<file path="config.mk">
export PLATFORM = sky130hd
export DESIGN_NAME = pli_divider
export DESIGN_NICKNAME = d
export VERILOG_FILES = /design/src/design/pli_pkg.sv /design/src/design/pli_divider.sv
export SDC_FILE = /design/constraint.sdc
export NUM_CORES = 2
export LEC_CHECK = 0
export BUFFER_PORTS_ARGS = -buffer_cell sky130_fd_sc_hd__buf_4
export CAP_MARGIN = 20
export CORE_ASPECT_RATIO = 1.4
export CORE_MARGIN = 5
export CORE_UTILIZATION = 40
export CTS_CLUSTER_DIAMETER = 50
export CTS_CLUSTER_SIZE = 40
export DETAILED_ROUTE_END_ITERATION = 8
export GPL_TIMING_DRIVEN = 0
export PLACE_DENSITY = 0.62
export SLEW_MARGIN = 20
export SYNTH_ARGS = -nofsm -noshare
export SYNTH_HDL_FRONTEND = slang
export SYNTH_SLANG_ARGS = --single-unit
export TNS_END_PERCENT = 100
</file>
<file path="constraint.sdc">
create_clock -name clk -period 5.95 [get_ports clk]
set_clock_uncertainty 0.2 [all_clocks]
set_input_delay 0.8925 -clock clk [delete_from_list [all_inputs] [get_ports clk]]
set_output_delay 0.8925 -clock clk [all_outputs]
set_load 0.05 [all_outputs]
</file>
<file path="src/design/pli_pkg.sv">
`default_nettype none

package pli_pkg;

    // Field and datapath widths.
    localparam int COORD_W  = 24;
    localparam int CW       = 48;
    localparam int ANG_W    = 32;
    localparam int QW       = 16;
    localparam int IDX_W    = 18;
    localparam int CORDIC_N = 16;
    localparam int SIDE_W   = CW + 1;
    localparam int PROD_W   = COORD_W + 16;

    localparam logic [ANG_W-1:0] HALF_TURN = 32'h8000_0000;
    localparam logic signed [ANG_W-1:0] INCL_LIMIT = 32'sd178956970;
    localparam logic [14:0] INV_GAIN = 15'd19899;
    localparam logic [12:0] MAX_AZIM = 13'd4096;
    localparam logic [6:0]  MAX_INCL = 7'd64;

    // Register map, one 64-bit register every eight bytes.
    typedef enum logic [2:0] {
        REG_ROW_X       = 3'd0,
        REG_ROW_Y       = 3'd1,
        REG_ROW_Z       = 3'd2,
        REG_AZIM_STEP   = 3'd3,
        REG_INCL_STEP   = 3'd4,
        REG_INCL_OFFSET = 3'd5,
        REG_INCL_RAYS   = 3'd6,
        REG_AZIM_RAYS   = 3'd7
    } reg_idx_t;

    typedef struct packed {
        logic [63:0] row_x;
        logic [63:0] row_y;
        logic [63:0] row_z;
        logic [15:0] azim_step;
        logic [15:0] incl_step;
        logic [14:0] incl_offset;
        logic [6:0]  incl_rays;
        logic [12:0] azim_rays;
    } cfg_t;

    // Arctangent of 2^-i as a fraction of a full turn scaled by 2^32.
    function automatic logic [ANG_W-1:0] atan_turn(input int i);
        logic [ANG_W-1:0] a;
        case (i)
            0:       a = 32'h2000_0000;
            1:       a = 32'h12E4_051E;
            2:       a = 32'h09FB_385B;
            3:       a = 32'h0511_11D4;
            4:       a = 32'h028B_0D43;
            5:       a = 32'h0145_D7E1;
            6:       a = 32'h00A2_F61E;
            7:       a = 32'h0051_7C55;
            8:       a = 32'h0028_BE53;
            9:       a = 32'h0014_5F2F;
            10:      a = 32'h000A_2F98;
            11:      a = 32'h0005_17CC;
            12:      a = 32'h0002_8BE6;
            13:      a = 32'h0001_45F3;
            14:      a = 32'h0000_A2FA;
            15:      a = 32'h0000_517D;
            16:      a = 32'h0000_28BE;
            17:      a = 32'h0000_145F;
            18:      a = 32'h0000_0A30;
            19:      a = 32'h0000_0518;
            20:      a = 32'h0000_028C;
            21:      a = 32'h0000_0146;
            22:      a = 32'h0000_00A3;
            23:      a = 32'h0000_0051;
            default: a = '0;
        endcase
        return a;
    endfunction

endpackage

`default_nettype wire

</file>
<file path="src/design/pli_divider.sv">
`default_nettype none

module pli_divider
    import pli_pkg::*;
(
    input  wire logic          clk,
    input  wire logic          rst_n,
    input  wire logic          en,
    input  wire logic          vin,
    input  wire logic [QW-1:0] a_dvd,
    input  wire logic [QW-1:0] a_dvs,
    input  wire logic [QW-1:0] b_dvd,
    input  wire logic [QW-1:0] b_dvs,
    input  wire logic          flag_in,
    output logic               vout,
    output logic [QW-1:0]      a_quo,
    output logic [QW-1:0]      b_quo,
    output logic               flag_out
);

    logic          vld_reg  [0:QW-1];
    logic          flag_reg [0:QW-1];
    logic [QW-1:0] ad_reg   [0:QW-1];
    logic [QW-1:0] ar_reg   [0:QW-1];
    logic [QW-1:0] aq_reg   [0:QW-1];
    logic [QW-1:0] bd_reg   [0:QW-1];
    logic [QW-1:0] br_reg   [0:QW-1];
    logic [QW-1:0] bq_reg   [0:QW-1];
    logic [QW-1:0] ar_next  [0:QW-1];
    logic [QW-1:0] aq_next  [0:QW-1];
    logic [QW-1:0] br_next  [0:QW-1];
    logic [QW-1:0] bq_next  [0:QW-1];

    // Restoring division, one quotient bit per stage, MSB first, two lanes.
    always_comb
    begin
        logic [QW:0]   ra;
        logic [QW:0]   rb;
        logic [QW-1:0] da;
        logic [QW-1:0] db;
        for (int g = 0; g < QW; g++)
        begin
            da = (g == 0) ? a_dvd : ad_reg[(g == 0) ? 0 : g-1];
            db = (g == 0) ? b_dvd : bd_reg[(g == 0) ? 0 : g-1];
            ra = {((g == 0) ? '0 : ar_reg[(g == 0) ? 0 : g-1]), da[QW-1-g]};
            rb = {((g == 0) ? '0 : br_reg[(g == 0) ? 0 : g-1]), db[QW-1-g]};
            aq_next[g] = (g == 0) ? '0 : aq_reg[(g == 0) ? 0 : g-1];
            bq_next[g] = (g == 0) ? '0 : bq_reg[(g == 0) ? 0 : g-1];
            if (ra >= {1'b0, a_dvs})
            begin
                ra = ra - {1'b0, a_dvs};
                aq_next[g][QW-1-g] = 1'b1;
            end
            if (rb >= {1'b0, b_dvs})
            begin
                rb = rb - {1'b0, b_dvs};
                bq_next[g][QW-1-g] = 1'b1;
            end
            ar_next[g] = ra[QW-1:0];
            br_next[g] = rb[QW-1:0];
        end
    end

    always_ff @(posedge clk or negedge rst_n)
    begin
        if (!rst_n)
        begin
            for (int g = 0; g < QW; g++)
            begin
                vld_reg[g] <= 1'b0;
            end
        end
        else if (en)
        begin
            vld_reg[0] <= vin;
            for (int g = 1; g < QW; g++)
            begin
                vld_reg[g] <= vld_reg[g-1];
            end
        end
    end

    always_ff @(posedge clk)
    begin
        if (en)
        begin
            ad_reg[0]   <= a_dvd;
            bd_reg[0]   <= b_dvd;
            flag_reg[0] <= flag_in;
            for (int g = 0; g < QW; g++)
            begin
                ar_reg[g] <= ar_next[g];
                aq_reg[g] <= aq_next[g];
                br_reg[g] <= br_next[g];
                bq_reg[g] <= bq_next[g];
                if (g > 0)
                begin
                    ad_reg[g]   <= ad_reg[(g > 0) ? g-1 : 0];
                    bd_reg[g]   <= bd_reg[(g > 0) ? g-1 : 0];
                    flag_reg[g] <= flag_reg[(g > 0) ? g-1 : 0];
                end
            end
        end
    end

    assign vout     = vld_reg[QW-1];
    assign a_quo    = aq_reg[QW-1];
    assign b_quo    = bq_reg[QW-1];
    assign flag_out = flag_reg[QW-1];

endmodule

`default_nettype wire

</file>
* Yosys cells after proc, flatten, opt, wreduce, memory -nomap -nowiden
Memories as Yosys holds them, arrays and structs flattened. Cells that the tools add are included.
Operators by class: order comparisons 32, muxes and demuxes 66, add/subtract/negate cells 32
Operator list (count):
- 2-to-1 mux 16 bit | 32
- >= comparator 17 x 16 -> 1 bit | 30
- subtractor 16 bit | 30
- 2-to-1 mux 1 bit | 34
- >= comparator 1 x 16 -> 1 bit | 2
- subtractor 1 x 16 -> 16 bit | 2
Word-level totals: register bits after elaboration 16, output and inout bits 34, bits of input ports 69, memories 7, RAM bits 1552
Memory list:
- ad_reg | depth 16, width 16, rd ports 15, clocked after Yosys merged registers in 0, write ports 16, RTL line pli_divider.sv:23 | logic [QW-1:0] ad_reg [0:QW-1];
- aq_reg | depth 16, width 16, rd ports 16, clocked after Yosys merged registers in 0, write ports 16, RTL line pli_divider.sv:25 | logic [QW-1:0] aq_reg [0:QW-1];
- ar_reg | depth 16, width 16, rd ports 15, clocked after Yosys merged registers in 0, write ports 16, RTL line pli_divider.sv:24 | logic [QW-1:0] ar_reg [0:QW-1];
- bd_reg | depth 16, width 16, rd ports 15, clocked after Yosys merged registers in 0, write ports 16, RTL line pli_divider.sv:26 | logic [QW-1:0] bd_reg [0:QW-1];
- bq_reg | depth 16, width 16, rd ports 16, clocked after Yosys merged registers in 0, write ports 16, RTL line pli_divider.sv:28 | logic [QW-1:0] bq_reg [0:QW-1];
- br_reg | depth 16, width 16, rd ports 15, clocked after Yosys merged registers in 0, write ports 16, RTL line pli_divider.sv:27 | logic [QW-1:0] br_reg [0:QW-1];
- 1 more memories

* Logic depth before layout (Yosys ltp)
An unclocked memory read counts as a cell.
depth in word-level cells 3, mapped depth 14, mapped depth without buffers 12

* Least setup slack after synthesis
No wires, ideal clock.
kind input to register, start point in a_dvs[1], end point mem ar_reg[10][8] (netlist: ar_reg[1][40]), data pin, stages 13, required time 5490 ps, path buffers 2, slack 1593 ps, data arrival time 3898 ps, cells stage by stage clkbuf_1 -> inv_1 -> ha_1 -> nor2b_1 -> o21ai_0 -> a21boi_0 -> o21bai_1 -> a31oi_1 -> o21ai_1 -> a21oi_1 -> a2111oi_4 -> buf_4 -> mux2_2
RTL lines:
- from (decl) | RTL line pli_divider.sv:11 | input wire logic [QW-1:0] a_dvs,
- to (decl) | RTL line pli_divider.sv:24

==> key figures <==
GRT
  • Number of global-route vias before repair: between 30,000 and 40,000
  • GRT overflow: 0
  • Initial antenna violation count: 3
  • Largest net degree at the start of global routing: ~150
  • First-pass GRT wire length: 195,000 um
  • Total GRT Usage: 16.2%

Critical path
  • Worst-path cell chain: buf_4 -> clkbuf_1 -> inv_2 -> ha_1 -> nor2b_1 -> o31ai_1 -> a21oi_1 -> a211oi_1 -> o31ai_1 -> a21oi_1 -> o21ai_0 -> a211o_1 -> buf_2 -> buf_4 -> mux2i_1
  • Max incr delay on CP: ~570 ps
  • CP arrival: 5440 ps
  • Req. time, crit path: roughly 6200 ps
  • Worst setup EP type: register
  • Number of buffers and inverters on the critical path: 5
  • Crit-path leading delay family: compound AO/OA/AOI/OAI gates
  • CP startpoint kind: primary input
  • Slowest cell on the critical path: mux2i_1
  • CP max FO: 17
  • Setup CP Type: in -> reg

Routing
  • Final routed DRC violation total: 0
  • 1st-pass router iterations: 5
  • Via count of the routed design: approximately 36,000
  • Antenna Violating Nets Remaining: 0
  • Final WL: roughly 120,000 um
  • Iteration-0 DRC Markers: 2,240
  • Per-cell routed wire length: ~18 um
  • Vias per cell: ~5.4

STA
  • Min cycle time layout: between 5000 and 6000 ps
  • Final period utilization: between 80% and 90%
  • Fin. Hold Viols: 0
  • Max_slew headroom: roughly a quarter
  • Setup TNS Final: 0 ps
  • Final worst slack: approximately 750 ps
  • # setup viols final: 0
  • Slew Viols, Final: 0
  • Hold WS: between 100 and 150 ps
  • RSZ-0062 raised after global routing: no
  • Slew @ Worst Pin: approximately 1100 ps
  • Max Clock Freq: a little under 0.2 GHz

Place
  • Pre-CTS setup slack: -83.0 ps
  • RD Place Congestion: approximately 0.86
  • Dpl cells: around 6,500
  • HPWL after DPL: roughly 86,000 um
  • Count of input and output buffers: 100

Clock network
  • Post-CTS Resized: 0
  • Clk_lat worst skew: between 700 and 800 ps
  • Hold Buf Count CTS: 1
  • CTS tree: yes
  • CTS root buf: clkbuf_16
  • # H-tree levels: 3
  • Post-CTS Setup Bufs: 0
  • Register clock-pin slew on the reported worst setup and hold paths: 90 ps
  • CTS Buffer Depth: 3
  • Total CTS buffers: 109
  • CTS Sinks: just over 1,000

Logic synthesis
  • Mapped Area: roughly 57,000 um2
  • Sequential element share of the synthesized area: 53.7%
  • Main flop type after synthesis: edfxtp_1
  • Post-synth EDFFs: around 1,000
  • Synth Register Bits: roughly 1,000
  • Share of the synthesized area in the top cell type: a little over half
  • Asr flop ratio synth: 1.56%
  • Syn Inst Count: ~4,500
  • Syn_nets: between 5,000 and 6,000
  • Yosys top cell by area: edfxtp_1
  • Library cells used by synthesis: 87
  • Ranking of synthesized cells by area: edfxtp_1 53%, ha_1 11%, mux2_2 6.0%
  • Mean area per synthesized cell: around 13 um2
  • Yosys warning total: 0

Pwr
  • Power Total: 33.7 mW
  • Peak supply drop: between 0.3 and 0.4 mV
  • Comb power frac: about 43%
  • Static leakage: between 20 and 25 nW
  • Clock network power share: between 20% and 30%
  • Switching Fraction: a little over a third
  • PwrDens: ~520 nW/um2
  • Psw: about 12 mW
  • Internal Power: about 22 mW
  • Part of the power in registers: 34.5%

Worst hold path
  • Hold Path Class: in -> reg

Run status
  • Status: finished, final reports clean

Floorplanning
  • Initial core utilization: approximately 40%
  • Rows: ~160
  • Die Width: about 330 um
  • Die Ht: roughly 460 um
  • Core Region: around 140,000 um2
  • Die Area: 151,000 um2
  • Top Ports: 103

Cells and area
  • Final net count: between 5,000 and 6,000
  • Layout Cells excl Fill: 6,718
  • Layout cells sized above 1: roughly 16%
  • Area grow syn2layout: 13.1%

Run
  • Max_cap viols: 0
-- kinds of logic (layout without fill, tap and decap cells) --
kind of cell	after synthesis	after routing	synth area share (%)
AND/OR/NAND/NOR	1027	1027	8.88
other	0	1	0
multiplexers	386	386	7.67
adder cells (fa/ha/maj)	512	512	11.6
XOR/XNOR	313	313	4.80
AO/OA/AOI/OAI	979	979	11.5
buffers and inverters	252	567	1.82
flip-flops	1024	1024	53.7
-- cell usage after synthesis (11+ instances only) --
cell / count
or2_2: 27
clkbuf_1: 26
nand4_1: 64
and2_1: 16
nor2_1: 296
edfxtp_1: 1008
or3_1: 17
xnor2_1: 215
a21boi_0: 40
nand2b_1: 59
xor2_1: 98
o211ai_1: 17
mux2_2: 306
a21o_1: 108
nor4_1: 32
dfrtp_1: 16
a21oi_1: 244
o31ai_1: 32
a31oi_1: 35
nor3_1: 103
nor2b_1: 89
o21a_1: 69
ha_1: 484
nand3_1: 78
o41ai_1: 20
inv_1: 193
mux2_4: 26
o31a_1: 15
buf_2: 16
and3_1: 26
fa_1: 28
nand2_1: 185
a211o_1: 16
o21ai_0: 200
a221oi_1: 11
mux2i_1: 50
and4_1: 14
a211oi_1: 28
o21bai_1: 19
-- area by class of cell --
| cell class | instances | area (um2) |
|---|---|---|
| fill | 12850 | 77800 |
| sequential | 1024 | 30700 |
| multi-input combinational | 3217 | 25400 |
| clock buffer | 113 | 2770 |
| tap | 1909 | 2390 |
| clock inverter | 92 | 1300 |
| timing repair buffer | 110 | 1030 |
| inverter | 193 | 724 |
| buffer | 59 | 317 |
| antenna | 1 | 2.50 |
-- layer usage --
layer / GRT usage (%) / routed length [um] / part of all wire (%) / vias up
met2: 30.2 / 65100 / 53 / 668
met4: 7.94 / 6000 / 4.8 / 0
li1: - / - / - / 17748
met3: 2.15 / 4120 / 3.3 / 306
met1: 18.1 / 48600 / 39 / 17304
met5: 0 / 0 / 0 / -
-- power groups by stage --
stage / clock network (mW) / registers [mW] / logic, mW
after floorplan: 0 / 11.5 / 11.4
after global placement: 0 / 11.9 / 14.2
after detailed placement: 0 / 11.8 / 14.5
after CTS: 7.77 / 11.7 / 14.6
after global routing: 8.05 / 11.8 / 16.1
final: 7.53 / 11.6 / 14.5
-- through the flow --
step	util (%)	cell area, um2
4_1_cts	45.3	64600
5_1_grt	45.4	64600
6_report	45.4	64600
2_1_floorplan	-	57100
3_3_place_gp	42.3	60200
3_5_place_dp	42.5	60500
-- final timing paths --
| kind | start | slack, ps | cells past startpoint | end |
|---|---|---|---|---|
| worst min register to register | ad_reg[0][64]$_DFFE_PP_ | 210 | 0 | ad_reg[0][80]$_DFFE_PP_ |
| worst max register to register | br_reg[1][0]$_DFFE_PP_ | 1810 | 12 | br_reg[1][16]$_DFFE_PP_ |
| max in group asynchronous | rst_n | 5030 | 2 | vld_reg[5]$_DFFE_PN0P_ |
| min in group asynchronous | rst_n | 350 | 2 | vld_reg[1]$_DFFE_PN0P_ |
| worst min-delay path | a_dvd[6] | 130 | 1 | ad_reg[0][6]$_DFFE_PP_ |
| worst max-delay path | b_dvs[1] | 750 | 15 | br_reg[1][16]$_DFFE_PP_ |
-- cell usage in the layout (no fill, tap or decap), types with 32 or more instances in the layout --
cell type | netlist | layout
nand2b_1 | 59 | 59
mux2_2 | 306 | 306
a21boi_0 | 40 | 40
a21oi_1 | 244 | 244
nor2b_1 | 89 | 89
ha_1 | 484 | 484
o21ai_0 | 200 | 200
inv_1 | 193 | 174
nor2_1 | 296 | 296
nand4_1 | 64 | 64
nand2_1 | 185 | 185
edfxtp_1 | 1008 | 1008
xor2_1 | 98 | 98
a21o_1 | 108 | 108
o21a_1 | 69 | 69
nor3_1 | 103 | 102
mux2i_1 | 50 | 50
nand3_1 | 78 | 78
xnor2_1 | 215 | 215
buf_4 | 10 | 109
o31ai_1 | 32 | 32
a31oi_1 | 35 | 35
clkbuf_16 | 0 | 109
Power figures use the tool's default switching activity.
