<file path="src/design/pli_pkg.sv">
`default_nettype none

package pli_pkg;

    // Field and datapath widths.
    localparam int COORD_W  = 24;
    localparam int CW       = 48;
    localparam int ANG_W    = 32;
    localparam int QW       = 16;
    localparam int IDX_W    = 18;
    localparam int CORDIC_N = 16;
    localparam int SIDE_W   = CW + 1;
    localparam int PROD_W   = COORD_W + 16;

    localparam logic [ANG_W-1:0] HALF_TURN = 32'h8000_0000;
    localparam logic signed [ANG_W-1:0] INCL_LIMIT = 32'sd178956970;
    localparam logic [14:0] INV_GAIN = 15'd19899;
    localparam logic [12:0] MAX_AZIM = 13'd4096;
    localparam logic [6:0]  MAX_INCL = 7'd64;

    // Register map, one 64-bit register every eight bytes.
    typedef enum logic [2:0] {
        REG_ROW_X       = 3'd0,
        REG_ROW_Y       = 3'd1,
        REG_ROW_Z       = 3'd2,
        REG_AZIM_STEP   = 3'd3,
        REG_INCL_STEP   = 3'd4,
        REG_INCL_OFFSET = 3'd5,
        REG_INCL_RAYS   = 3'd6,
        REG_AZIM_RAYS   = 3'd7
    } reg_idx_t;

    typedef struct packed {
        logic [63:0] row_x;
        logic [63:0] row_y;
        logic [63:0] row_z;
        logic [15:0] azim_step;
        logic [15:0] incl_step;
        logic [14:0] incl_offset;
        logic [6:0]  incl_rays;
        logic [12:0] azim_rays;
    } cfg_t;

    // Arctangent of 2^-i as a fraction of a full turn scaled by 2^32.
    function automatic logic [ANG_W-1:0] atan_turn(input int i);
        logic [ANG_W-1:0] a;
        case (i)
            0:       a = 32'h2000_0000;
            1:       a = 32'h12E4_051E;
            2:       a = 32'h09FB_385B;
            3:       a = 32'h0511_11D4;
            4:       a = 32'h028B_0D43;
            5:       a = 32'h0145_D7E1;
            6:       a = 32'h00A2_F61E;
            7:       a = 32'h0051_7C55;
            8:       a = 32'h0028_BE53;
            9:       a = 32'h0014_5F2F;
            10:      a = 32'h000A_2F98;
            11:      a = 32'h0005_17CC;
            12:      a = 32'h0002_8BE6;
            13:      a = 32'h0001_45F3;
            14:      a = 32'h0000_A2FA;
            15:      a = 32'h0000_517D;
            16:      a = 32'h0000_28BE;
            17:      a = 32'h0000_145F;
            18:      a = 32'h0000_0A30;
            19:      a = 32'h0000_0518;
            20:      a = 32'h0000_028C;
            21:      a = 32'h0000_0146;
            22:      a = 32'h0000_00A3;
            23:      a = 32'h0000_0051;
            default: a = '0;
        endcase
        return a;
    endfunction

endpackage

`default_nettype wire

</file>
<file path="src/design/pli_apb.sv">
`default_nettype none

module pli_apb
    import pli_pkg::*;
(
    input  wire logic        clk,
    input  wire logic        rst_n,
    input  wire logic        psel,
    input  wire logic        penable,
    input  wire logic        pwrite,
    input  wire logic [5:0]  paddr,
    input  wire logic [63:0] pwdata,
    output logic      [63:0] prdata,
    output logic             pready,
    output cfg_t             cfg
);

    cfg_t     cfg_reg;
    reg_idx_t idx;
    logic     wr;

    assign idx    = reg_idx_t'(paddr[5:3]);
    assign wr     = psel && penable && pwrite;
    assign pready = 1'b1;
    assign cfg    = cfg_reg;

    // Register writes in the access phase; reset gives the identity pose.
    always_ff @(posedge clk or negedge rst_n)
    begin
        if (!rst_n)
        begin
            cfg_reg.row_x       <= 64'd16384;
            cfg_reg.row_y       <= 64'd1073741824;
            cfg_reg.row_z       <= 64'd70368744177664;
            cfg_reg.azim_step   <= 16'd37;
            cfg_reg.incl_step   <= 16'd364;
            cfg_reg.incl_offset <= 15'd2731;
            cfg_reg.incl_rays   <= 7'd16;
            cfg_reg.azim_rays   <= 13'd1800;
        end
        else if (wr)
        begin
            case (idx)
                REG_ROW_X:       cfg_reg.row_x       <= pwdata;
                REG_ROW_Y:       cfg_reg.row_y       <= pwdata;
                REG_ROW_Z:       cfg_reg.row_z       <= pwdata;
                REG_AZIM_STEP:   cfg_reg.azim_step   <= pwdata[15:0];
                REG_INCL_STEP:   cfg_reg.incl_step   <= pwdata[15:0];
                REG_INCL_OFFSET: cfg_reg.incl_offset <= pwdata[14:0];
                REG_INCL_RAYS:   cfg_reg.incl_rays   <= pwdata[6:0];
                REG_AZIM_RAYS:   cfg_reg.azim_rays   <= pwdata[12:0];
                default:         ;
            endcase
        end
    end

    // Read mux.
    always_comb
    begin
        case (idx)
            REG_ROW_X:       prdata = cfg_reg.row_x;
            REG_ROW_Y:       prdata = cfg_reg.row_y;
            REG_ROW_Z:       prdata = cfg_reg.row_z;
            REG_AZIM_STEP:   prdata = {48'd0, cfg_reg.azim_step};
            REG_INCL_STEP:   prdata = {48'd0, cfg_reg.incl_step};
            REG_INCL_OFFSET: prdata = {49'd0, cfg_reg.incl_offset};
            REG_INCL_RAYS:   prdata = {57'd0, cfg_reg.incl_rays};
            REG_AZIM_RAYS:   prdata = {51'd0, cfg_reg.azim_rays};
            default:         prdata = '0;
        endcase
    end

endmodule

`default_nettype wire

</file>
<file path="config.mk">
export PLATFORM = sky130hd
export DESIGN_NAME = pli_apb
export DESIGN_NICKNAME = d
export VERILOG_FILES = /design/src/design/pli_pkg.sv /design/src/design/pli_apb.sv
export SDC_FILE = /design/constraint.sdc
export NUM_CORES = 1
export LEC_CHECK = 0
export ABC_CLOCK_PERIOD_IN_PS = 5800
export BUFFER_PORTS_ARGS = -buffer_cell sky130_fd_sc_hd__buf_2
export CORE_MARGIN = 5
export CORE_UTILIZATION = 30
export DETAILED_ROUTE_END_ITERATION = 8
export MAX_ROUTING_LAYER = met4
export SETUP_SLACK_MARGIN = 0.15
export SLEW_MARGIN = 5
export SYNTH_ARGS = -nofsm -noshare
export SYNTH_HDL_FRONTEND = slang
export SYNTH_SLANG_ARGS = --single-unit
</file>
<file path="constraint.sdc">
create_clock -name clk -period 5.8 [get_ports clk]
set_input_delay 1.74 -clock clk [delete_from_list [all_inputs] [get_ports clk]]
set_output_delay 1.74 -clock clk [all_outputs]
set_load 0.02 [all_outputs]
</file>
Yosys cells after proc, flatten, opt, wreduce, memory -nomap -nowiden
Cells that the tools add are included.
{ "totals": {"ff_bits": 259, "input_bits": 75, "output_inout_bits": 324, "wordCells": 27} }
{ "op_classes": {"n_eq_ne": 7, "muxes": 1, "reduce_logical": 11} }
{ "ops": {"columns": ["op", "n"], "rows": [
  ["case mux 64 bit (8 select lines)", 1],
  ["AND reduction 2 bit", 8],
  ["== test 3 bit (second input constant)", 4],
  ["== test 3 x 2 -> 1 bit (second input constant)", 2],
  ["== test 3 x 1 -> 1 bit (second input constant)", 1],
  ["logical NOT 3 bit", 1],
  ["logical AND 1 bit", 2]
]} }

Longest topological paths before layout
Gate-level depths: netlist of the first run.
{ "logic_depth": {"word_depth": 3, "mapped_depth": 7, "mapped_depth_nobuf": 4} }

Worst setup path after synthesis of the first run
Ideal clock, no wire load.
{ "synth_timing": {"path_type": "input-to-output", "from": "input paddr[3]", "to": "output prdata[2]", "t_arrival_ns": 2.973, "required_ns": 4.060, "slack_ns": 1.087, "stages": 5, "path_buffers": 2, "cell_sequence": "buf_4 buf_2 nor2_1 a22oi_1 a31oi_1"} }
{ "synth_between": {"elab_chain_len": 2, "word_cells_on_any_way": 9, "cone_classes": "7 x eq/ne; 1 x mux; 1 x reduce/logical"} }
{ "synth_lines": {"columns": ["item", "line_no", "source"], "rows": [
  ["from (decl)", "pli_apb.sv:11", "input wire logic [5:0] paddr,"],
  ["== test 3 bit (tied with other cells)", "pli_apb.sv:60", "case (idx)"],
  ["case mux 64 bit (8 select lines) (*)", "pli_apb.sv:60", null],
  ["to (decl)", "pli_apb.sv:13", "output logic [63:0] prdata,"]
]} }
Every way passes the cells marked *; elsewhere a longest branch is shown, timed or not.

Worst setup path in the final report of the first run
{ "layout_timing": {"from": "input paddr[4]", "to": "output prdata[0]"} }
Same word-level chain as after synthesis.

==> key figures, run 1 <==
Status
  • Outcome: finished clean

Worst hold path
  • HP Class: reg -> reg
  • Worst hold stages: 1
  • Hold Path Sink: cfg[251]$_DFFE_PN0P_
  • Hold path startpoint: cfg[251]$_DFFE_PN0P_

Placement
  • Port bufs: around 390
  • Worst slack, placed: 453 ps
  • Placed cell area: approximately 14000 um2
  • Routability cong.: 0.839
  • Post-DP HPWL: roughly 27000 um

Route
  • Met2 wire len: 18400 um
  • Top Metal Used: met4
  • DR iter-0 viols: 429
  • Drt first pass iters: 4
  • Met1 WL: about 17000 um
  • Total length of routed wires: about 39000 um
  • ANT nets after route: 0
  • Wirelength per Cell: 21.3 um
  • Residual DRC count: 0
  • Vias: about 9000
  • Vias per cell: approximately 4.9
  • Met3 Wirelength: 3110 um

Setup path
  • CP endpoint kind: output pin
  • Critical R2R Launch: cfg[177]$_DFFE_PN0P_
  • CP Max Fanout: 46
  • Setup slack on the worst flop-to-flop path: 4970 ps
  • CP Class: in -> out
  • Crit Reg-Reg Endpoint: cfg[177]$_DFFE_PN0P_
  • R2r worst-path depth: 1
  • WP data required: 4060 ps
  • CP Data Arrival Time: 3570 ps
  • Startpoint type of the worst setup path: input port

Floorplan
  • Die area: 43600 um2
  • Die Ht: about 210 um
  • Std-Cell Rows: 72
  • Initial Util: 0.305
  • Total core area: between 30000 and 40000 um2
  • DIE WIDTH: 209 um
  • Ports: between 300 and 400

Final layout
  • P&R area growth vs syn: 29.7%
  • Fin nets: 1388
  • Antenna Cells: 0
  • Largest register FFs: roughly 260
  • Most frequent cells in the layout: buf_2 (390), mux2_2 (253), dfrtp_1 (236)
  • Final Util: 0.395
  • Post-route cell area: 15400 um2
  • Most common cell after layout, fill and taps aside: buf_2
  • Layout cells sized above 1: 0.564
  • Number of fill cells: 3797

Clocking
  • Post-cts sizing count: 0
  • CTS root buf: clkbuf_16
  • Hold buffers post-CTS: 0
  • Sinks on Clock Net: 259
  • CTS Buffer Depth: 3
  • Post-CTS setup buffers: 0
  • Num CTS Buffers: 30
  • Clk slew on worst S/H paths: 60 ps
  • Worst-Skew Late Latency: 550 ps
  • CTS tree: built
  • H-tree levels: 1

Yosys
  • Post-synth cell types: 36
  • Cell count after synthesis: 924
  • Syn_nets: ~1000
  • Synthesized area per cell: about 13 um2
  • #FFs+latches synth: 259
  • Warnings from Yosys: 0
  • Register area share after synthesis: 0.549
  • Syn Std Cell Area: 11900 um2

STA
  • Final setup fails: 0
  • Final Hold Fails: 0
  • Max-Slew Margin vs Limit: 0.278
  • Minimum clock period: approximately 5300 ps
  • Slew @ Worst Pin: 1080 ps
  • Crit share post-route: 0.916
  • Setup TNS: 0 ps
  • Max-slew violations: 0
  • Achievable Freq: 188 MHz
  • Max Clock Skew: 0 ps
  • Final WS setup: 485 ps
  • RSZ-0062 raised after global routing: no

Power
  • Power Total: approximately 6 mW
  • Power Density: 392 nW/um2
  • Worst-case vdd ir drop: 0.234 mV
  • Leakage power: 7.76 nW

Global routing
  • First-pass GRT wire length: 60000 um
  • Total gr overflow: 0
  • Initial antenna violation count: 1
  • Largest net degree at the start of global routing: roughly 130
  • Total track usage: 0.178
  • Number of global-route vias before repair: 9638

Flow run
  • Max-cap violations: 0
## where the power goes
group	internal (mW)	leakage [nW]	total, mW	switching [mW]
clock network	1.08	0.475	1.85	0.763
logic	0.664	4.03	1.71	1.04
registers	2.19	3.25	2.47	0.279
total	3.93	7.76	6.02	2.09
## cells in the mapped netlist
master,count,share of area
or3_1,1,0.00053
nor2_2,3,0.0016
dfstp_2,23,0.051
mux4_2,1,0.0019
a222oi_1,3,0.0025
a21o_1,6,0.0038
nand3_1,10,0.0042
inv_1,3,0.00095
a21oi_1,60,0.025
o22ai_1,2,0.0011
nor2b_1,3,0.0016
nand4_2,1,0.0011
nor2_1,117,0.037
nand2_1,14,0.0044
a31oi_1,6,0.0032
nor3b_1,2,0.0013
o21ai_0,7,0.0030
a211oi_1,4,0.0025
conb_1,1,0.00032
o211ai_1,1,0.00063
buf_2,20,0.0084
o22a_1,3,0.0022
mux2i_1,68,0.057
buf_4,17,0.011
dfrtp_1,236,0.50
buf_6,6,0.0057
clkbuf_1,11,0.0035
a22oi_1,13,0.0082
nor3_1,1,0.00042
buf_1,7,0.0022
nand2b_1,13,0.0069
mux2_1,5,0.0047
mux2_2,253,0.24
nor3_4,1,0.0014
nand4b_2,1,0.0013
and2_1,1,0.00053
## per-layer routing
metal / track usage / vias up
met5: - / -
met4: 0.0401 / 0
met3: 0.0538 / 57
met2: 0.280 / 322
met1: 0.228 / 4619
li1: - / 4068
## worst max-delay path, cell delays in order
cell     delay, ps
buf_6          220
nor2_1         850
a22oi_1        220
a31oi_1        270
buf_2          220
## stage by stage
stage,hold WS (ps),cells
floorplan,628,924
global placement,496,1799
detailed placement,505,1799
CTS,516,1853
global route,547,1853
finish,516,1853
## cell families (layout without fill, tap and decap cells)
group,count (synthesis),count (layout),share of synthesized area
buf+inv,64,475,0.0316
simple gates,168,168,0.0622
mux,327,327,0.304
flops,259,259,0.549
compound gates,105,105,0.0525
other cells,1,1,0.000316
## cell type report
class | instances | area [um2] | share of cell area
clock buffers | 42 | 867 | 0.0564
clock inverters | 12 | 97.6 | 0.00635
inverters | 3 | 11.3 | 0.000732
multi-input cells | 601 | 4990 | 0.325
flip-flops and latches | 259 | 6510 | 0.423
well taps | 518 | 648 | 0.0422
repair buffers | 418 | 2250 | 0.146
## how the worst max path moves through the flow
stage / slack [ps] / to / startpoint / depth (start not counted)
after floorplan: 1090 / prdata[2] / paddr[3] / 5
after global placement: 510 / prdata[1] / paddr[3] / 5
after detailed placement: 450 / prdata[0] / paddr[3] / 5
after CTS: 470 / prdata[0] / paddr[3] / 5
after global routing: 410 / prdata[0] / paddr[4] / 5
final: 490 / prdata[0] / paddr[4] / 5
(Power assumes the default switching activity.)
==> run 2, diff against run 1 <==
Settings changed: MAX_ROUTING_LAYER met4 to default.
==> key figures, run 2 (synthesis results as in run 1) <==
Floorplan
  • Die area: 43600 um2 (unchanged)
  • Total core area: 38900 um2 (unchanged)
  • Std-Cell Rows: 72 (unchanged)
  • Die Ht: 209 um (unchanged)
  • DIE WIDTH: 209 um (unchanged)
  • Ports: 399 (unchanged)
  • Initial Util: 0.305 (unchanged)

Route
  • Vias: 9050 (-0.18%)
  • Vias per cell: 4.88 (-0.18%)
  • Drt first pass iters: 5 (+1)
  • ANT nets after route: 0 (unchanged)
  • Residual DRC count: 0 (unchanged)
  • Total length of routed wires: 39300 um (-0.25%)
  • DR iter-0 viols: 356 (-17%)
  • Wirelength per Cell: 21.2 um (-0.25%)

Power
  • Leakage power: 7.76 nW (unchanged)
  • Worst-case vdd ir drop: 0.234 mV (about the same)
  • Power Density: 391 nW/um2 (about the same)

Clocking
  • Sinks on Clock Net: 259 (unchanged)
  • CTS root buf: clkbuf_16
  • Worst-Skew Late Latency: 550 ps (about the same)
  • Post-cts sizing count: 0 (unchanged)
  • Clk slew on worst S/H paths: 60 ps (about the same)
  • Post-CTS setup buffers: 0 (unchanged)
  • CTS Buffer Depth: 3 (unchanged)
  • H-tree levels: 1 (unchanged)
  • CTS tree: built
  • Hold buffers post-CTS: 0 (unchanged)
  • Num CTS Buffers: 30 (unchanged)

Setup path
  • Slowest CP cell: nor2_1
  • Critical Path, Cell by Cell: buf_6, nor2_1, a22oi_1, a31oi_1, buf_2
  • CP endpoint kind: output pin
  • Startpoint type of the worst setup path: input port
  • Slowest stage delay, CP: 880 ps (+30 ps)
  • Critical path startpoint: paddr[4]
  • CP Data Arrival Time: 3600 ps (+30 ps)
  • Critical R2R Launch: cfg[177]$_DFFE_PN0P_
  • CP Max Fanout: 46 (unchanged)
  • R2r worst-path depth: 1 (unchanged)
  • CP Class: in -> out
  • WP data required: 4060 ps (about the same)

STA
  • Max-Slew Margin vs Limit: 0.253 (-0.0251)
  • Achievable Freq: 187 MHz (-0.50%)
  • Final setup fails: 0 (unchanged)
  • Minimum clock period: 5340 ps (+26.6 ps)
  • Final Hold Fails: 0 (unchanged)
  • Setup TNS: 0 ps (unchanged)
  • Max Clock Skew: 0 ps (unchanged)
  • Slew @ Worst Pin: 1120 ps (+37.6 ps)
  • Crit share post-route: 0.921 (+0.00459)
  • Final WS setup: 458 ps (-26.6 ps)
  • RSZ-0062 raised after global routing: no
  • Max-slew violations: 0 (unchanged)

Final layout
  • Most common cell after layout, fill and taps aside: buf_2
  • Fin nets: 1388 (unchanged)
  • Most frequent cells in the layout: buf_2 (390), mux2_2 (253), dfrtp_1 (236)
  • Antenna Cells: 0 (unchanged)
  • P&R area growth vs syn: 29.7% (unchanged)
  • Layout cells sized above 1: 0.564 (unchanged)
  • Number of fill cells: 3797 (unchanged)
  • Largest register FFs: 259 (unchanged)

Global routing
  • First-pass GRT wire length: 60200 um (+0.30%)
  • Number of global-route vias before repair: 9613 (-0.26%)
  • Total track usage: 0.173 (-0.00522)
  • Initial antenna violation count: 1 (unchanged)
  • Total gr overflow: 0 (unchanged)
  • Largest net degree at the start of global routing: 134 (unchanged)

Status
  • Outcome: finished clean

Flow run
  • Max-cap violations: 0 (unchanged)

Worst hold path
  • Hold path startpoint: cfg[251]$_DFFE_PN0P_
  • HP Class: reg -> reg
  • Worst hold stages: 1 (unchanged)

Placement
  • Post-DP HPWL: 27400 um (unchanged)
  • Worst slack, placed: 453 ps (unchanged)
  • Port bufs: 394 (unchanged)
  • Routability cong.: 0.827 (-1.5%)
-- run 2: cell counts in the layout (fill, tap and decap cells not counted) --
No cell type changed its count.
-- run 2: routing by layer --
metal,wire [um],track usage
met5,0,0
met2,18400,0.281
met3,3340,0.0582
met4,912,0.0401
met1,16600,0.224
-- run 2: per-stage QoR --
stage / utilization / total power [mW] / area (um2) / hold WS (ps) / std cells
after floorplan: - / 3.49 / 11900 / 628 / 924
after global placement: 0.370 / 4.20 / 14400 / 496 / 1799
after detailed placement: 0.370 / 4.22 / 14400 / 505 / 1799
after CTS: 0.395 / 6.11 / 15400 / 516 / 1853
after global routing: 0.395 / 6.33 / 15400 / 547 / 1853
final: 0.395 / 6.02 / 15400 / 513 / 1853
-- run 2: final timing paths --
kind	endpoint	slack, ps
setup reg to reg	cfg[177]$_DFFE_PN0P_	4970
setup / recovery	prdata[0]	460
hold / removal	cfg[251]$_DFFE_PN0P_	510
min in group asynchronous	cfg[127]$_DFFE_PN0P_	1160
max in group asynchronous	cfg[148]$_DFFE_PN0P_	3410
hold reg to reg	cfg[251]$_DFFE_PN0P_	510
-- run 2: where the power goes --
group          internal (mW)  switching [mW]  leakage (nW)  total, mW
clock                   1.08           0.764         0.475       1.85
sequential              2.19           0.279          3.25       2.47
combinational          0.664            1.04          4.03       1.71
total                   3.93            2.09          7.76       6.02
-- run 2: layout make-up --
| class | count | area, um2 | share of cell area |
|---|---|---|---|
| clock buffer | 42 | 867 | 0.0564 |
| clock inverter | 12 | 97.6 | 0.00635 |
| inverter | 3 | 11.3 | 0.000732 |
| multi-input combinational | 601 | 4990 | 0.325 |
| sequential | 259 | 6510 | 0.423 |
| tap | 518 | 648 | 0.0422 |
| timing repair buffer | 418 | 2250 | 0.146 |
-- run 2: worst max-delay path, delay by kind of cell --
family | cells | cell delay, ps
buffers and inverters | 2 | 430
AND/OR/NAND/NOR | 1 | 880
AO/OA/AOI/OAI | 2 | 490
==> run 3, diff against run 2 <==
Settings changed: CORE_UTILIZATION 30 to 46, PLACE_DENSITY from default to 0.74.
==> key figures, run 3 (synthesis results as in run 1) <==
Power
  • Power Total: 5.98 mW (-0.72%)
  • Power Density: 397 nW/um2 (+1.4%)
  • Worst-case vdd ir drop: 0.376 mV (+61%)
  • Leakage power: 7.71 nW (-0.63%)

Clocking
  • Sinks on Clock Net: 259 (unchanged)
  • Post-CTS setup buffers: 0 (unchanged)
  • CTS root buf: clkbuf_16
  • H-tree levels: 1 (unchanged)
  • Post-cts sizing count: 0 (unchanged)
  • Num CTS Buffers: 28 (-6.7%)
  • Hold buffers post-CTS: 0 (unchanged)
  • Clk slew on worst S/H paths: 60 ps (about the same)
  • Worst-Skew Late Latency: 530 ps (-20 ps)
  • CTS tree: built
  • CTS Buffer Depth: 3 (unchanged)

Route
  • Vias: 9199 (+1.6%)
  • Total length of routed wires: 37600 um (-4.3%)
  • Drt first pass iters: 7 (+2)
  • Wirelength per Cell: 22.6 um (+6.6%)
  • ANT nets after route: 0 (unchanged)
  • Vias per cell: 5.53 (+13%)
  • Residual DRC count: 0 (unchanged)
  • DR iter-0 viols: 579 (+63%)

STA
  • Achievable Freq: 193 MHz (+3.3%)
  • Max-slew violations: 0 (unchanged)
  • Crit share post-route: 0.892 (-0.0290)
  • Slew @ Worst Pin: 1120 ps (+0.0696 ps)
  • Minimum clock period: 5170 ps (-168 ps)
  • Max Clock Skew: 0 ps (unchanged)
  • Final Hold Fails: 0 (unchanged)
  • RSZ-0062 raised after global routing: no
  • Final WS setup: 627 ps (+168 ps)
  • Max-Slew Margin vs Limit: 0.253 (about the same)
  • Hold_ws: 518 ps (+4.44 ps)
  • Final setup fails: 0 (unchanged)
  • Setup TNS: 0 ps (unchanged)

Global routing
  • Total track usage: 0.251 (+0.0783)
  • Number of global-route vias before repair: 9567 (-0.48%)
  • First-pass GRT wire length: 57600 um (-4.4%)
  • Largest net degree at the start of global routing: 117 (-13%)
  • Initial antenna violation count: 2 (+1)
  • Total gr overflow: 0 (unchanged)

Floorplan
  • DIE WIDTH: 171 um (-18%)
  • Std-Cell Rows: 58 (-19%)
  • Total core area: 25300 um2 (-35%)
  • Die Ht: 171 um (-18%)
  • Ports: 399 (unchanged)
  • Die area: 29100 um2 (-33%)
  • Initial Util: 0.469 (+0.165)

Setup path
  • CP Class: in -> out
  • Cell mode on critical path: buf_4
  • Crit-path leading delay family: buffers and inverters
  • CP Data Arrival Time: 3430 ps (-170 ps)
  • Slowest CP cell: nor2_1
  • CP Max Fanout: 25 (-46%)
  • Buf+Inv Stages, Crit Path: 3 (+1)
  • Slowest stage delay, CP: 450 ps (-430 ps)
  • CP endpoint kind: output pin
  • Startpoint type of the worst setup path: input port
  • WP data required: 4060 ps (about the same)
  • Critical Path, Cell by Cell: buf_4, nand2_1, nor2_1, buf_4, a222oi_1, a21oi_1, buf_2

Status
  • Outcome: finished clean

Final layout
  • Non-Filler Instances: 1662 (-10%)
  • Layout cells sized above 1: 0.559 (-0.00540)
  • Most common cell after layout, fill and taps aside: buf_2
  • Most frequent cells in the layout: buf_2 (390), mux2_2 (253), dfrtp_1 (236)
  • Fin nets: 1383 (-0.36%)
  • P&R area growth vs syn: 27.0%
  • Largest register FFs: 259 (unchanged)

Placement
  • Routability cong.: 0.833 (+0.75%)
  • Post-Place Cells: 1608 (-11%)
  • Post-DP HPWL: 26100 um (-4.8%)
  • Worst slack, placed: 611 ps (+157 ps)
  • Port bufs: 394 (unchanged)

Worst hold path
  • HP Class: reg -> reg

Flow run
  • Max-cap violations: 0 (unchanged)
run 3: per-stage QoR:
| stage | utilization | instance area [um2] |
|---|---|---|
| 2_1_floorplan | - | 11900 |
| 3_3_place_gp | 0.559 | 14100 |
| 3_5_place_dp | 0.559 | 14100 |
| 4_1_cts | 0.596 | 15000 |
| 5_1_grt | 0.596 | 15100 |
| 6_report | 0.596 | 15100 |
run 3: layout make-up:
type | count | area (um2)
Fill cell | 2119 | 10200
Antenna cell | 2 | 5.00
Tap cell | 330 | 413
Timing Repair Buffer | 415 | 2180
Clock inverter | 5 | 81.3
Sequential cell | 259 | 6510
Inverter | 3 | 11.3
Clock buffer | 47 | 853
Multi-Input combinational cell | 601 | 5000
run 3: metal layers:
layer  global-route usage  wire length [um]  up-vias
met1                0.324             14600     4627
li1                     -                 -     4053
met2                0.414             18000      435
met5                    0                 0        -
met3               0.0760              3770       84
met4               0.0712              1250        0
run 3: report_power, final:
part / internal, mW / switching, mW
Clock: 1.09 / 0.710
Sequential: 2.19 / 0.280
Combinational: 0.663 / 1.05
run 3: path summary, 6_finish.rpt:
check                                       endpoint  depth (start not counted)  slack (ps)                 start
worst max register to register  cfg[124]$_DFFE_PN0P_                          1        4980  cfg[124]$_DFFE_PN0P_
worst min-delay path             cfg[73]$_DFFE_PN0P_                          1         520   cfg[73]$_DFFE_PN0P_
worst max-delay path                      prdata[12]                          7         630              paddr[3]
worst min register to register   cfg[73]$_DFFE_PN0P_                          1         520   cfg[73]$_DFFE_PN0P_
min in group asynchronous       cfg[190]$_DFFE_PN0P_                          1        1250                 rst_n
max in group asynchronous       cfg[214]$_DFFE_PN0P_                          2        3400                 rst_n
